`src/u8d_pkg.sv`:
```
// u8d_pkg: shared types and constants for the streaming utf-8 decoder
// result kinds, error codes, decoder state and the per-request result bundle
// no dependencies
package u8d_pkg;

  localparam int unsigned MaxResults = 3;

  localparam logic [20:0] MaxScalar     = 21'h10FFFF;
  localparam logic [7:0]  SurrogateLead = 8'hED;
  localparam logic [10:0] LeadSurrPage  = 11'h036;  // 0xd800..0xdbff >> 10
  localparam logic [10:0] TrailSurrPage = 11'h037;  // 0xdc00..0xdfff >> 10
  localparam logic [5:0]  SurrHigh      = 6'b110110;

  typedef enum logic [1:0] {
    KIND_CP  = 2'd0,
    KIND_ERR = 2'd1,
    KIND_END = 2'd2
  } kind_t;

  typedef enum logic [2:0] {
    ERR_NONE         = 3'd0,
    ERR_INVALID_UNIT = 3'd1,
    ERR_INVALID_CP   = 3'd2,
    ERR_PAIRED_SURR  = 3'd3,
    ERR_UNEXP_CONT   = 3'd4,
    ERR_UNEXP_START  = 3'd5,
    ERR_UNEXP_EOF    = 3'd6
  } err_t;

  typedef struct packed {
    kind_t       kind;
    logic [20:0] scalar_value;
    err_t        error_code;
  } result_t;

  typedef struct packed {
    result_t [MaxResults-1:0] res;
    logic [1:0]               cnt;
  } bundle_t;

  typedef struct packed {
    logic [1:0]  bytes_needed;
    logic [1:0]  bytes_seen;
    logic [20:0] accumulator;
    err_t        held_error;
    logic        stopped;
    logic        pending_valid;
    logic [9:0]  pending_surrogate;
  } dec_state_t;

  function automatic result_t mk_result(kind_t k, logic [20:0] cp, err_t e);
    result_t r;
    r.kind         = k;
    r.scalar_value = cp;
    r.error_code   = e;
    return r;
  endfunction

  function automatic err_t follower_check(logic [7:0] b);
    err_t e;
    if (b[7:6] == 2'b10) begin
      e = ERR_NONE;
    end else if (b >= 8'hF8) begin
      e = ERR_INVALID_UNIT;
    end else begin
      e = ERR_UNEXP_START;
    end
    return e;
  endfunction

endpackage

```
`src/u8d_step.sv`:
```
// u8d_step: decoder state registers and the single-pass decode of one request
// produces up to three results per request as a bundle
// depends on u8d_pkg
module u8d_step (
  input  logic             clk,
  input  logic             rst,
  input  logic             in_fire,
  input  logic [7:0]       data_byte,
  input  logic             is_end,
  output u8d_pkg::bundle_t bundle
);
  import u8d_pkg::*;

  dec_state_t st;
  dec_state_t st_next;

  always_ff @(posedge clk) begin
    if (rst) begin
      st <= '0;
    end else if (in_fire) begin
      st <= st_next;
    end
  end

  always_comb begin
    result_t [MaxResults-1:0] res;
    logic [1:0]  cnt;
    logic [20:0] acc_n;
    logic [20:0] held_cp;
    err_t        herr_n;
    err_t        fe;

    res     = '0;
    cnt     = '0;
    st_next = st;
    acc_n   = {st.accumulator[14:0], data_byte[5:0]};
    held_cp = {5'd0, SurrHigh, st.pending_surrogate};
    fe      = follower_check(data_byte);
    herr_n  = (st.held_error == ERR_NONE) ? fe : st.held_error;

    if (is_end) begin
      if (!st.stopped && st.pending_valid) begin
        res[cnt] = mk_result(KIND_CP, held_cp, ERR_NONE);
        cnt = cnt + 2'd1;
      end
      if (!st.stopped && st.bytes_needed != 2'd0) begin
        res[cnt] = mk_result(KIND_ERR, '0, ERR_UNEXP_EOF);
        cnt = cnt + 2'd1;
      end
      res[cnt] = mk_result(KIND_END, '0, ERR_NONE);
      cnt = cnt + 2'd1;
      st_next = '0;
    end else if (st.stopped) begin
      st_next = st;
    end else if (st.bytes_needed != 2'd0) begin
      // follower byte
      st_next.accumulator  = acc_n;
      st_next.held_error   = herr_n;
      st_next.bytes_needed = st.bytes_needed - 2'd1;
      if (st.bytes_needed == 2'd1) begin
        if (herr_n != ERR_NONE ||
            (st.bytes_seen == 2'd3 && acc_n > MaxScalar)) begin
          if (st.pending_valid) begin
            res[cnt] = mk_result(KIND_CP, held_cp, ERR_NONE);
            cnt = cnt + 2'd1;
          end
          res[cnt] = mk_result(KIND_ERR, '0,
                               (herr_n != ERR_NONE) ? herr_n : ERR_INVALID_CP);
          cnt = cnt + 2'd1;
          st_next.stopped           = 1'b1;
          st_next.bytes_seen        = '0;
          st_next.held_error        = ERR_NONE;
          st_next.pending_valid     = 1'b0;
          st_next.pending_surrogate = '0;
        end else if (st.pending_valid && acc_n[20:10] == TrailSurrPage) begin
          // a surrogate pair encoded as two 3-byte forms
          res[cnt] = mk_result(KIND_ERR, '0, ERR_PAIRED_SURR);
          cnt = cnt + 2'd1;
          st_next.stopped           = 1'b1;
          st_next.bytes_seen        = '0;
          st_next.held_error        = ERR_NONE;
          st_next.pending_valid     = 1'b0;
          st_next.pending_surrogate = '0;
        end else begin
          if (st.pending_valid) begin
            res[cnt] = mk_result(KIND_CP, held_cp, ERR_NONE);
            cnt = cnt + 2'd1;
          end
          st_next.pending_valid     = 1'b0;
          st_next.pending_surrogate = '0;
          if (st.bytes_seen == 2'd2 && acc_n[20:10] == LeadSurrPage) begin
            st_next.pending_valid     = 1'b1;
            st_next.pending_surrogate = acc_n[9:0];
          end else begin
            res[cnt] = mk_result(KIND_CP, acc_n, ERR_NONE);
            cnt = cnt + 2'd1;
          end
          st_next.bytes_seen = '0;
        end
      end
    end else begin
      // lead byte
      if (st.pending_valid && data_byte != SurrogateLead) begin
        res[cnt] = mk_result(KIND_CP, held_cp, ERR_NONE);
        cnt = cnt + 2'd1;
        st_next.pending_valid     = 1'b0;
        st_next.pending_surrogate = '0;
      end
      st_next.held_error = ERR_NONE;
      priority if (data_byte < 8'h80) begin
        res[cnt] = mk_result(KIND_CP, {13'd0, data_byte}, ERR_NONE);
        cnt = cnt + 2'd1;
      end else if (data_byte < 8'hC0) begin
        res[cnt] = mk_result(KIND_ERR, '0, ERR_UNEXP_CONT);
        cnt = cnt + 2'd1;
        st_next.stopped = 1'b1;
      end else if (data_byte < 8'hE0) begin
        st_next.bytes_needed = 2'd1;
        st_next.bytes_seen   = 2'd1;
        st_next.accumulator  = {16'd0, data_byte[4:0]};
      end else if (data_byte < 8'hF0) begin
        st_next.bytes_needed = 2'd2;
        st_next.bytes_seen   = 2'd2;
        st_next.accumulator  = {17'd0, data_byte[3:0]};
      end else if (data_byte < 8'hF8) begin
        st_next.bytes_needed = 2'd3;
        st_next.bytes_seen   = 2'd3;
        st_next.accumulator  = {18'd0, data_byte[2:0]};
      end else begin
        res[cnt] = mk_result(KIND_ERR, '0, ERR_INVALID_UNIT);
        cnt = cnt + 2'd1;
        st_next.stopped = 1'b1;
      end
    end

    bundle.res = res;
    bundle.cnt = cnt;
  end

endmodule

```
`src/u8d_serializer.sv`:
```
// u8d_serializer: result register holding one request's bundle
// hands the results out one per cycle while out_ready is high and marks the last one
// depends on u8d_pkg
module u8d_serializer (
  input  logic             clk,
  input  logic             rst,
  input  logic             in_fire,
  input  u8d_pkg::bundle_t bundle,
  output logic             take_ok,
  output logic             out_valid,
  input  logic             out_ready,
  output u8d_pkg::result_t result,
  output logic             last_of_run
);
  import u8d_pkg::*;

  result_t [MaxResults-1:0] res_q;
  logic [1:0] cnt;
  logic [1:0] idx;
  logic       at_last;
  logic       out_fire;

  assign out_valid   = (cnt != 2'd0);
  assign at_last     = (idx + 2'd1 == cnt);
  assign out_fire    = out_valid && out_ready;
  assign last_of_run = at_last;
  assign result      = res_q[idx];
  // a new request may enter when the register is empty or its last buffered result leaves this cycle
  assign take_ok     = !out_valid || (out_ready && at_last);

  always_ff @(posedge clk) begin
    if (rst) begin
      cnt <= '0;
      idx <= '0;
    end else if (in_fire) begin
      cnt <= bundle.cnt;
      idx <= '0;
    end else if (out_fire) begin
      if (at_last) begin
        cnt <= '0;
        idx <= '0;
      end else begin
        idx <= idx + 2'd1;
      end
    end
  end

  always_ff @(posedge clk) begin
    if (in_fire) begin
      res_q <= bundle.res;
    end
  end

endmodule

```
`src/utf8_decoder_stream.sv`:
```
// utf8_decoder_stream: streaming utf-8 decoder, top level
// depends on u8d_pkg, u8d_step, u8d_serializer
//
// input channel: in_valid/in_ready with data_byte and is_end; each request is
// one byte of a string, or an end mark (is_end high) closing the string.
// output channel: out_valid/out_ready with kind, scalar_value, error_code and
// last_of_run; a request gives zero to three results, last_of_run marking
// the final result of a request.
// latency: the first result of a request is shown the cycle after the
// request is accepted; later results follow one per cycle while out_ready is high.
// throughput: one request per cycle while each request gives at most one
// result and the receiver takes every cycle; a request with several results
// holds off the next request until its last result is being taken, as there
// is a single result register; a request that gives no result leaves in_ready high.
// reset: clears the decoder state and drops any results not yet taken.
// receiver stall: the current result holds, and in_ready stays low until
// the last result of the buffered request is being taken.
module utf8_decoder_stream (
  input  logic        clk,
  input  logic        rst,
  input  logic        in_valid,
  output logic        in_ready,
  input  logic [7:0]  data_byte,
  input  logic        is_end,
  output logic        out_valid,
  input  logic        out_ready,
  output logic [1:0]  kind,
  output logic [20:0] scalar_value,
  output logic [2:0]  error_code,
  output logic        last_of_run
);
  import u8d_pkg::*;

  bundle_t bundle;
  result_t result;
  logic    in_fire;

  assign in_fire = in_valid && in_ready;

  u8d_step u_step (
    .clk       (clk),
    .rst       (rst),
    .in_fire   (in_fire),
    .data_byte (data_byte),
    .is_end    (is_end),
    .bundle    (bundle)
  );

  u8d_serializer u_ser (
    .clk         (clk),
    .rst         (rst),
    .in_fire     (in_fire),
    .bundle      (bundle),
    .take_ok     (in_ready),
    .out_valid   (out_valid),
    .out_ready   (out_ready),
    .result      (result),
    .last_of_run (last_of_run)
  );

  assign kind         = result.kind;
  assign scalar_value = result.scalar_value;
  assign error_code   = result.error_code;

endmodule

```
`config.mk`:
```
export PLATFORM = sky130hd
export DESIGN_NAME = utf8_decoder_stream
export DESIGN_NICKNAME = d
export VERILOG_FILES = /design/src/u8d_pkg.sv /design/src/u8d_step.sv /design/src/u8d_serializer.sv /design/src/utf8_decoder_stream.sv
export SDC_FILE = /design/constraint.sdc
export NUM_CORES = 1
export LEC_CHECK = 0
export BUFFER_PORTS_ARGS = -buffer_cell sky130_fd_sc_hd__buf_4
export CORE_MARGIN = 5
export CORE_UTILIZATION = 55
export DETAILED_ROUTE_END_ITERATION = 10
export PLACE_DENSITY = 0.7
export RECOVER_POWER = 25
export SKIP_LAST_GASP = 1
export SLEW_MARGIN = 20
export SYNTH_ARGS = -nofsm -noshare
export SYNTH_HDL_FRONTEND = slang
export SYNTH_SLANG_ARGS = --single-unit
```
`constraint.sdc`:
```
create_clock -name clk -period 5.77 [get_ports clk]
set_clock_uncertainty 0.15 [all_clocks]
set_input_delay 0.2885 -clock clk [delete_from_list [all_inputs] [get_ports clk]]
set_output_delay 0.2885 -clock clk [all_outputs]
set_load 0.1 [all_outputs]
```
---- After elaboration in Yosys (flattened, before gate mapping) ----
Index checks and enable logic that the tools add are counted.
word-level totals
  flip-flop bits (word level) ............. 116
  input port bits ......................... 13
  output and inout bits ................... 29
  logic and storage cells ................. 207
operators by class
  add/sub/neg operators ................... 7
  $lt $le $gt $ge ......................... 18
  equal/unequal tests ..................... 12
  muxes and demuxes ....................... 108
  bitwise logic cells ..................... 12
  reduce and logical (&&, ||, !) cells .... 32
operators with widths
  kind                  count
  $mux 78               13
  $mux 26               22
  $demux 26 s2          5
  $bwmux 78             3
  $and 24x72->72        2
  $not 72->72           2
  $mux 25               5
  $mux 40               3
  $and 75x75->75        1
  $not 75->75           1
  $and 23x69->69        1
  $not 69->69           1
  $mux 2                34
  $mux 19               3
  $bmux 26 s2           1
  $mux 52               1
  $lt 8x8->1 const B    5
  $mux 11               3
  $mux 15               2
  $eq 11x6->1 const B   2
  $gt 21x21->1 const B  1
  $lt 2x3->1 const B    6
  $logic_and 1x1->1     14
  $add 2x1->2 const B   6
  other kinds (27)      52

---- Depth between registers and ports, before layout ----
Gate-level depths: netlist (run 1).
  depth in word-level cells ............... 23
  depth in mapped cells ................... 9
  depth with buffers taken out ............ 8

---- By module ----
Synthesis (run 1) repeated with hierarchy kept, for this count alone.
unflattened totals
  cell total of the unflattened synthesis .. 593
  area, all modules ....................... 6,045.8 um^2
modules (own cells, without submodules)
  module               instances  cells each  area each (um^2)  sequential area each (um^2)
  u8d_serializer       1          203         3,229.3           2,422.3
  u8d_step             1          389         2,810.2           680.7
  utf8_decoder_stream  1          1           6.3               0.0

---- Least setup slack after synthesis (run 1) ----
OpenSTA, ideal clock, no wires.
  kind .................................... register to register
  from .................................... reg u_ser.idx[0]
  to ...................................... reg u_step.st[11] (netlist name)
  setup time .............................. 0.224 ns
  arrival ................................. 3.340 ns
  slack ................................... 2.056 ns
  cell stages (with the launch flop) ...... 9
  path buffers ............................ 3
  cells stage by stage .................... dfxtp_1 -> clkbuf_1 -> mux2i_1 -> a211oi_1 -> or2_2 -> clkbuf_1 -> inv_1 -> clkbuf_1 -> a221oi_1
on the way
  word-level cells in the longest chain between the ends .. 5
RTL lines
  what                    line                       RTL
  start, declared         u8d_serializer.sv:19       logic [1:0] idx;
  start signal, assigned  u8d_serializer.sv:43       idx <= idx + 2'd1;
  $add 2x1->2             u8d_serializer.sv:24       assign at_last = (idx + 2'd1 == cnt);
  $eq 2x2->1              u8d_serializer.sv:24
  $logic_and 1x1->1       u8d_serializer.sv:29       assign take_ok = !out_valid || (out_ready && at_last);
  $logic_or 1x1->1        u8d_serializer.sv:29
  $logic_and 1x1->1       utf8_decoder_stream.sv:38  assign in_fire = in_valid && in_ready;
  via in_fire             utf8_decoder_stream.sv:36  logic in_fire;
  end signal, assigned    u8d_step.sv:21             st <= st_next;
  end, declared           u8d_step.sv:14             dec_state_t st;
The timed path passes the listed nets, and every way through them passes these cells.
A chain may end at the register's enable or synchronous reset.

---- Worst setup path after layout (run 1) ----
  from .................................... reg u_step.st[38] (netlist name)
  to ...................................... reg u_ser.res_q[31] (netlist name) (data pin)
on the way
  word-level cells in the longest chain between the ends .. 11
  elaborated cells on any way between the ends .. 18
  classes of those cells .................. order compare (2); eq/ne (1); mux (10); bitwise (2); reduce/logical (3)
RTL lines
  what                                                            line                            RTL
  $reduce_bool 2->1                                               u8d_step.sv:46, u8d_step.sv:55
  $logic_and 1x1->1                                               u8d_step.sv:46                  if (!st.stopped && st.bytes_needed != 2'd0) begin
  $mux 2                                                          u8d_step.sv:46
  $mux 2                                                          u8d_step.sv:41                  if (is_end) begin
  $lt 2x3->1 (implied by the code) or $ge 2x1->1 (tied branches)  u8d_step.sv:50                  res[cnt] = mk_result(KIND_END, '0, ERR_NONE);
  $logic_and 1x1->1 (implied by the code)                         u8d_step.sv:50
  $mux 26 (implied by the code)                                   u8d_step.sv:50
  $demux 26 s2                                                    --
  $not 75->75 (no line)                                           --
  $and 75x75->75 (no line)                                        --
  $mux 78 (*)                                                     u8d_step.sv:41
  end signal, assigned                                            u8d_serializer.sv:50            res_q <= bundle.res;
  end, declared                                                   u8d_serializer.sv:17            result_t [MaxResults-1:0] res_q;
Every way passes the cells marked *; elsewhere a longest branch is shown, timed or not. The select of a mux whose other input is x is not followed.

==> metrics.txt, run 1 <==
Initial Utilization=55.5%; Inserted Diodes=0; die area=11200 um2; post-route insts no fill=669; Rows=35; Clock Sinks=91; total power=1.53 mW; DR vias=4292; commonest register cell after synthesis=edfxtp_1; Post-DP HPWL=9120 um; CP Cell Sequence=nor4b_2 > nand2_1 > nor4b_1 > o21bai_1 > and2_1; Post-Syn Instances=536; Final ANT Viol Nets=0; CTS resizes=0; syn_nets=555; largest net degree at the start of global routing=44; TritonRoute pass-1 iters=5; Register Area=2350 um2; global-route wire length before repair=21100 um; Sw Share=37.8%; Comb power frac=24.0%; I/O pin total=42; commonest non-fill, non-tap cells in the layout=o21ai_0, edfxtp_1, nor2_1; WL/cell=19.4 um; CTS tree=done; total track usage=23.6%; Routed WL=13000 um; GR Overflow Total=0; HP Class=in2reg; ys async rst share=0%; Post-synth EDFFs=53; clk_lat worst skew=0.36 ns; Crit-path slowest cell=nor4b_1; Slew Limit Fails=66; GPL Wtd Cong=0.979; CORE AREA=9060 um2; DR DRC count=0; WS Path Type=reg2reg; die height=106 um; Mean Syn Cell Area=9.39 um2; CTS H-tree depth=3; MaxCap Viol Count=3; leakage=1.85 nW; Peak VDD IR=0.128 mV; mapped cell area=5030 um2; Slew @ Worst Pin=2.09 ns; Max transition margin=-41.2%; post-route setup TNS=0 ns; clock period minus worst slack=4.05 ns; synthesized flop and latch total=91; crit path max fanout=18; hold_buf cts=0; Initial DRC Count=378; commonest non-fill, non-tap cell in the layout=o21ai_0; Inst Count DP=653; delay of the slowest critical-path stage=1.69 ns; CP Capture Type=flip-flop; CP bufs+invs=0; initial antenna violation count=1; failing checks=max-capacitance violations, max-slew violations; yosys warns=0; area of the multi-input gates=2430 um2; Tcrit/Tclk final=70.2%; CTS Buffer Depth=2; Net Sw Power=0.580 mW; fmax=0.247 GHz; CP Data Required Time=5.85 ns; sequential fraction of design power=49.2%; internal power=0.954 mW; share of layout cells above drive strength 1=7.35%; Unique masters post-synth=63; Clk network pwr share=26.9%; NumNets Final=572; buffers added on ports=41; pwr dens=285 nW/um2; # fillers=799; Avg Vias per Cell=6.42; CTS root buf=clkbuf_8; unrepaired setup endpoints after global routing=false; Final setup violation count=0; vias in the first global route=3987; Finished Core Util=59.4%; Final Hold Fails=0; die width=106 um; post-synthesis sequential area ratio=46.8%; crit start category=flip-flop; Area Overhead vs Synth=7.11%; CP top delay family=simple AND/OR/NAND/NOR gates; postcts setup bufs=0; clock transition at the registers of the reported paths=0.10 ns; total CTS buffers=9; status=complete, but fails checks; WP data arrival=4.13 ns
==> stage by stage <==
stage          instance area (um2)  setup WS (ns)  hold WS [ns]
3_5_place_dp                  5330           2.30         0.328
5_1_grt                       5390           1.11        0.0634
2_1_floorplan                 5030           2.06         0.264
6_report                      5390           1.72        0.0629
4_1_cts                       5510           2.29        0.0473
3_3_place_gp                  5330           2.42         0.331
==> synth_stat cells (12+ instances only) <==
| cell type | n | share of area (%) |
|---|---|---|
| inv_1 | 16 | 1.2 |
| o21ai_0 | 53 | 5.3 |
| a21oi_1 | 38 | 3.8 |
| mux2i_1 | 27 | 5.4 |
| nand2_1 | 34 | 2.5 |
| nor2b_1 | 12 | 1.5 |
| edfxtp_1 | 53 | 32 |
| a31oi_1 | 12 | 1.5 |
| a22o_1 | 12 | 2.1 |
| nor2_1 | 48 | 3.6 |
| dfxtp_1 | 38 | 15 |
| clkbuf_1 | 32 | 2.4 |
| and2_1 | 34 | 4.2 |
==> final timing paths <==
| path | startpoint | endpoint | slack [ns] | cells past startpoint |
|---|---|---|---|---|
| max reg2reg | u_step.st[38] | u_ser.res_q[31] | 1.72 | 5 |
| max | u_step.st[38] | u_ser.res_q[31] | 1.72 | 5 |
| min reg2reg | u_step.st[13] | u_step.st[13] | 0.34 | 2 |
| min | data_byte[0] | u_step.st[0] | 0.06 | 2 |
==> state kept, by name, indices dropped and copies added (netlist names) <==
register	count
u_ser.res_q	53
u_step.st	34
u_ser.cnt	2
u_ser.idx	2
==> layer usage <==
layer	GRT usage [%]	up-vias	wire length [um]
li1	-	2011	-
met3	5.88	31	1310
met1	34.9	2026	5890
met5	0	-	13
met4	8.33	2	291
met2	33.6	222	5460
==> kinds of logic after synthesis <==
logic type,after synthesis,synth area share (%)
AND/OR/NAND/NOR,199,22.1
AO/OA/AOI/OAI,158,19.5
flip-flops,91,46.8
buffers and inverters,54,4.63
multiplexers,27,5.37
adder cells (fa/ha/maj),6,1.49
XOR/XNOR,1,0.174
==> power by group through the flow <==
stage	registers [mW]	logic (mW)	clock network (mW)
finish	0.754	0.367	0.412
CTS	0.754	0.386	0.414
global placement	0.767	0.383	0
detailed placement	0.769	0.385	0
floorplan	0.752	0.315	0
global route	0.758	0.387	0.445
==> layout make-up <==
cell class / count / share of cell area, %
Tap cell: 111 / 2.58
Inverter: 17 / 1.18
Clock inverter: 7 / 1.18
Timing Repair Buffer: 43 / 3.97
Multi-Input combinational cell: 391 / 45.1
Clock buffer: 9 / 2.30
Sequential cell: 91 / 43.7
No activity file was read; power rests on OpenSTA's default activity.
==> inputs of run 2 (changes only) <==
Settings changed: ABC_AREA from default to 1, CORE_UTILIZATION 55 to 54, PLACE_DENSITY 0.7 to 0.72.
Clock period 5.77 ns to 3.45 ns, I/O delays scaled along.
==> run 2 against run 1 <==
The flow now finishes without violations. Register-to-register slack got worse by 1.0 ns. Synthesized cell count grew 27%. Cell count up 26%. Count of clock-buffer cells in the layout is 2 higher. Clock power increased by 82%. Combinational power rose to 3.4 times the previous value. Highest routed layer is now met4. Via count grew 12%. Non-clock buffer count rose by 9. Die area increased by 4.0%. Worst setup slack worse by 1.1 ns. Sequential share of layout area down 1.9 points.
==> metrics.txt, run 2 <==
top flop regs=u_ser.res_q x53, u_step.st x34; Comb power frac=37.0% (+13 points); Tcrit/Tclk final=82.3%; Final Hold Fails=0 (unchanged); I/O pin total=42 (unchanged); CTS Buffer Depth=2 (unchanged); Mean Syn Cell Area=7.59 um2 (-19%); MaxCap Viol Count=0 (-3); top-count cell post-synth=nor2_1; CP Cell Sequence=inv_1 > nand2_1 > nand3_1 > nand2_1 > nand2_1 > inv_1 > clkbuf_1; Slew Limit Fails=0 (-100%); worst r2r dst=u_step.st[18]; area of the multi-input gates=2320 um2 (-4.7%); CP Data Required Time=3.13 ns (-2.72 ns); commonest non-fill, non-tap cell in the layout=nor2_1; commonest non-fill, non-tap cells in the layout=nor2_1, nand2_1, inv_1; CTS H-tree depth=3 (unchanged); Clock Sinks=91 (unchanged); Post-DP HPWL=11200 um (+22%); crit start category=flip-flop; leakage=2.23 nW (+21%); WL/cell=17.9 um (-7.4%); sequential fraction of design power=40.3% (-8.9 points); initial antenna violation count=0 (-1); Inserted Diodes=0 (unchanged); GR Overflow Total=0 (unchanged); Rows=35 (unchanged); die height=108 um (+2.0%); hold_sp=out_ready; CTS tree=done; status=finished clean; vias in the first global route=4432 (+11%); ys async rst share=0% (unchanged); Final setup violation count=0 (unchanged); buffers added on ports=41 (unchanged); Initial DRC Count=551 (+46%); pwr dens=590 nW/um2 (+110%); Clk network pwr share=22.6% (-4.3 points); Post-synth EDFFs=53 (unchanged); syn_nets=698 (+26%); clock period minus worst slack=2.84 ns; total CTS buffers=9 (unchanged); crit path max fanout=28 (+10); Avg Vias per Cell=5.69 (-11%); clock transition at the registers of the reported paths=0.09 ns (about the same); Net Sw Power=1.50 mW (+160%); Unique masters post-synth=40 (-37%); most frequent cells after synthesis=nor2_1, nand2_1, inv_1; DR vias=4793 (+12%); Peak VDD IR=0.234 mV (+83%); biggest area consumer among synthesized cells=edfxtp_1; TritonRoute pass-1 iters=6 (+1); CORE AREA=9280 um2 (+2.4%); WP data arrival=2.52 ns (-1.61 ns); Sw Share=45.3% (+7.5 points); fmax=0.352 GHz; post-synthesis sequential area ratio=45.6% (-1.1 points); CP bufs+invs=3 (+3); cell repeated most along the worst path=nand2_1; NumNets Final=727 (+27%); Final ANT Viol Nets=0 (unchanged); Initial Utilization=55.5% (about the same); # fillers=902 (+13%); R2R depth=9 (+4); DR DRC count=0 (unchanged); global-route wire length before repair=24100 um (+14%); Post-Syn Instances=679 (+27%); delay of the slowest critical-path stage=0.86 ns (-0.83 ns); clk_lat worst skew=0.38 ns (+0.02 ns); post-route setup TNS=0 ns (unchanged); Max transition margin=21.7% (+63 points); die width=108 um (+2.0%); share of the synthesized area in the top cell type=30.9% (-0.77 points); internal power=1.81 mW (+90%); total track usage=27.0% (+3.4 points); WHS Endpoint=u_ser.idx[0]; largest net degree at the start of global routing=54 (+23%); Register Area=2350 um2 (about the same); synthesized flop and latch total=91 (unchanged); WS Path Type=reg2out; yosys warns=0 (unchanged); CP top delay family=buffers and inverters; HP Class=in2reg; placed cell area=5540 um2 (+3.9%); Area Overhead vs Synth=9.10%; die area=11600 um2 (+4.0%); Routed WL=15100 um (+17%); Slew @ Worst Pin=1.18 ns (-0.909 ns); main area contributors after synthesis=edfxtp_1, dfxtp_1, nor2_1, nand2_1, o21ai_0; reg2reg start=u_step.st[38]; CP Capture Type=output port; GPL Wtd Cong=0.952 (-2.7%); mapped cell area=5160 um2 (+2.5%); Reg with most FFs=u_ser.res_q; share of layout cells above drive strength 1=9.26% (+1.9 points); cell area after layout=5630 um2 (+4.4%); total power=3.32 mW (+120%); Crit-path slowest cell=clkbuf_1; unrepaired setup endpoints after global routing=false; commonest register cell after synthesis=edfxtp_1; CTS root buf=clkbuf_8; Hold Path Cell Cnt=3 (+1); Finished Core Util=60.6% (+1.1 points); Reg2Reg Setup Slack=0.70 ns (-1.02 ns); max reg flops=53 (unchanged)
-- run 2: layout make-up --
| type | instances | area share (%) |
|---|---|---|
| multi-input cells | 477 | 41.2 |
| flip-flops and latches | 91 | 41.8 |
| clock inverters | 5 | 0.867 |
| repair buffers | 52 | 5.40 |
| clock buffers | 11 | 2.71 |
| well taps | 129 | 2.87 |
| inverters | 77 | 5.16 |
-- run 2: worst max path at each step --
stage	startpoint	end	depth (start not counted)
final	u_ser.idx[1]	last_of_run	7
after global routing	u_ser.idx[1]	last_of_run	7
after CTS	u_ser.idx[1]	u_step.st[18]	9
after detailed placement	u_ser.idx[1]	u_step.st[20]	9
after global placement	u_step.st[10]	u_ser.res_q[8]	9
after floorplan	u_ser.idx[0]	kind[1]	4
-- run 2: layer usage --
layer  GRT usage, %  up-vias  routed length, um
li1               -     2313                  -
met1           40.9     2236               6920
met2           39.4      218               6510
met3           4.92       26               1320
met4           7.39        0                361
met5              0        -                  0
-- run 2: worst register-to-register path: stages, from the launching register on --
cell     delay, ns
dfxtp_1       0.47
inv_1         0.21
nand2_1       0.30
inv_1         0.30
nand3_1       0.16
nand2_1       0.09
nor2_4        0.16
nand2_2       0.35
o21ai_0       0.36
a21oi_1       0.07
-- run 2: power by group through the flow --
stage / Sequential, mW / Clock [mW] / Combinational, mW
finish: 1.34 / 0.750 / 1.23
detailed placement: 1.36 / 0 / 1.29
floorplan: 1.35 / 0 / 1.01
global route: 1.35 / 0.808 / 1.30
global placement: 1.36 / 0 / 1.28
CTS: 1.34 / 0.754 / 1.29
-- run 2: timing repair --
action,4_1_cts,5_1_grt
endpoints found under the hold margin,1,0
gates resized for setup,0,0
buffers inserted,0,0
hold buffers,1,0
-- run 2: per-stage QoR --
step | instances | hold WS (ns) | worst slack (ns)
5_1_grt | 842 | 0.0213 | 0.389
3_5_place_dp | 825 | 0.309 | 0.991
6_report | 842 | 0.00630 | 0.609
4_1_cts | 842 | 0.00698 | 0.912
2_1_floorplan | 679 | 0.0916 | 0.263
3_3_place_gp | 825 | 0.308 | 0.956
-- run 2: logic make-up (layout without fill, tap and decap cells) --
family / Yosys count / after routing / synth area share, %
adders and majority gates: 6 / 6 / 1.46
buffers and inverters: 111 / 145 / 9.08
xor gates and xnor gates: 1 / 1 / 0.316
and+or+nand+nor: 332 / 332 / 28.8
DFF: 91 / 91 / 45.6
AOI/OAI and AO/OA: 138 / 138 / 14.8
==> inputs of run 3 (changes only) <==
Settings changed: ABC_AREA 1 to 0, CORE_UTILIZATION 54 to 55, PLACE_DENSITY 0.72 to 0.7.
Clock period 3.45 ns to 2.8 ns, I/O delays scaled along.
==> run 3 against run 2 <==
Worst hold slack improved by 0.040 ns. Via count down 8.1%. Routed wire length shrank 9.6%. Combinational power is 31% lower. Die area fell by 3.8%. Register-to-register slack got worse by 0.67 ns. Sequential power is 15% higher. Critical path depth is 1 lower. Power shrank 2.4%. Global-route usage shrank 1.8 points. Core utilization rose by 2.9 points. Sequential share of layout area fell by 0.97 points.
==> metrics.txt, run 3 (same netlist as run 1, synthesis figures left out) <==
share of layout cells above drive strength 1=16.2% (+7.0 points); DR DRC count=0 (unchanged); crit path max fanout=7 (-75%); top flop regs=u_ser.res_q x53, u_step.st x34; GPL Wtd Cong=0.942 (-1.1%); CTS H-tree depth=3 (unchanged); clock period minus worst slack=2.77 ns; fmax=0.361 GHz; Rows=35 (unchanged); WS Path Type=reg2reg; CTS root buf=clkbuf_8; CTS tree=done; Final ANT Viol Nets=0 (unchanged); buffers added on ports=41 (unchanged); placed cell area=5500 um2 (-0.59%); crit start category=flip-flop; clk_lat worst skew=0.37 ns (about the same); post-route setup TNS=0 ns (unchanged); GR Overflow Total=0 (unchanged); global-route wire length before repair=22200 um (-8.0%); WL/cell=19.6 um (+9.2%); die area=11200 um2 (-3.8%); NumNets Final=600 (-17%); leakage=2.10 nW (-5.9%); HP Class=in2reg; Area Overhead vs Synth=14.5%; commonest non-fill, non-tap cells in the layout=buf_4, edfxtp_1, o21ai_0; CORE AREA=9060 um2 (-2.4%); Routed WL=13700 um (-9.6%); CTS Buffer Depth=2 (unchanged); CP Capture Type=flip-flop; DR vias=4405 (-8.1%); vias in the first global route=4068 (-8.2%); commonest non-fill, non-tap cell in the layout=buf_4; Final setup violation count=0 (unchanged); Slew Limit Fails=0 (unchanged); cell area after layout=5760 um2 (+2.4%); pwr dens=562 nW/um2 (-4.7%); Peak VDD IR=0.255 mV (+9.1%); die height=106 um (-1.9%); CP Data Required Time=2.78 ns (-0.35 ns); max reg flops=53 (unchanged); largest net degree at the start of global routing=38 (-30%); Initial DRC Count=473 (-14%); Post-DP HPWL=9910 um (-11%); status=finished clean; Initial Utilization=55.5% (about the same); Max transition margin=22.8% (+1.0 points); Clock Sinks=91 (unchanged); Tcrit/Tclk final=99.0%; unrepaired setup endpoints after global routing=true; die width=106 um (-1.9%); WP data arrival=2.75 ns (+0.23 ns); Reg with most FFs=u_ser.res_q; Finished Core Util=63.5% (+2.9 points); clock transition at the registers of the reported paths=0.10 ns (about the same); TritonRoute pass-1 iters=5 (-1); total CTS buffers=9 (unchanged); Avg Vias per Cell=6.32 (+11%); Slew @ Worst Pin=1.16 ns (-0.0158 ns); Inserted Diodes=0 (unchanged); Final Hold Fails=0 (unchanged); initial antenna violation count=0 (unchanged); I/O pin total=42 (unchanged); MaxCap Viol Count=0 (unchanged); total track usage=25.2% (-1.8 points)
run 3: changes by cell type in the layout (fill, tap and decap cells not counted), moves of 26 or more:
cell and change:
and2_1 +33, buf_4 +38, clkbuf_1 -26, inv_1 -55, mux2i_1 +27, nand2_1 -71
nand3_1 -40, nor2_1 -90
run 3: cell type report:
type / instances / area [um2]
inverters: 17 / 63.8
clock inverters: 7 / 63.8
multi-input cells: 391 / 2460
fillers: 756 / 3310
repair buffers: 71 / 556
clock buffers: 9 / 124
flip-flops and latches: 91 / 2350
well taps: 111 / 139
run 3: per-stage QoR:
step	worst slack [ns]	instances	total power [mW]	hold WS, ns
CTS	0.0486	697	3.25	0.0354
global route	-0.0392	697	3.36	0.0590
global placement	0.152	674	2.40	0.274
floorplan	0.00944	536	2.20	0.116
detailed placement	0.0642	674	2.41	0.285
finish	0.0290	697	3.24	0.0465
run 3: final timing paths:
check	slack, ns	cells after the start	end	from
max	0.03	6	u_ser.res_q[4]	u_step.st[24]
min	0.05	2	u_step.st[18]	rst
max reg2reg	0.03	6	u_ser.res_q[4]	u_step.st[24]
min reg2reg	0.35	2	u_step.st[13]	u_step.st[13]
run 3: where the power goes:
group          internal [mW]  total (mW)  switching [mW]
logic                  0.194       0.850           0.656
registers               1.50        1.54          0.0427
clock network          0.336       0.847           0.511
run 3: timing repair:
action / CTS / global route
hold buffers: 7 / 0
endpoints found under the hold margin: 13 / 0
endpoints found under the setup margin: 0 / 6
gates resized for setup: 0 / 2
setup buffers: 0 / 0
run 3: worst max-delay path, stage by stage (launching register included):
cell and delay (ns):
dfxtp_1 0.43, or4bb_1 0.57, or4_4 0.52, buf_4 0.17, a221oi_1 0.32, nor3_1 0.09
a211o_1 0.27
run 3: metal layers:
metal	global-route usage [%]	vias to the layer above	share of wire, %
li1	-	2076	-
met1	38.7	2097	47
met2	36.0	205	43
met3	5.21	27	9.0
met4	6.57	0	1.5
met5	0	-	0
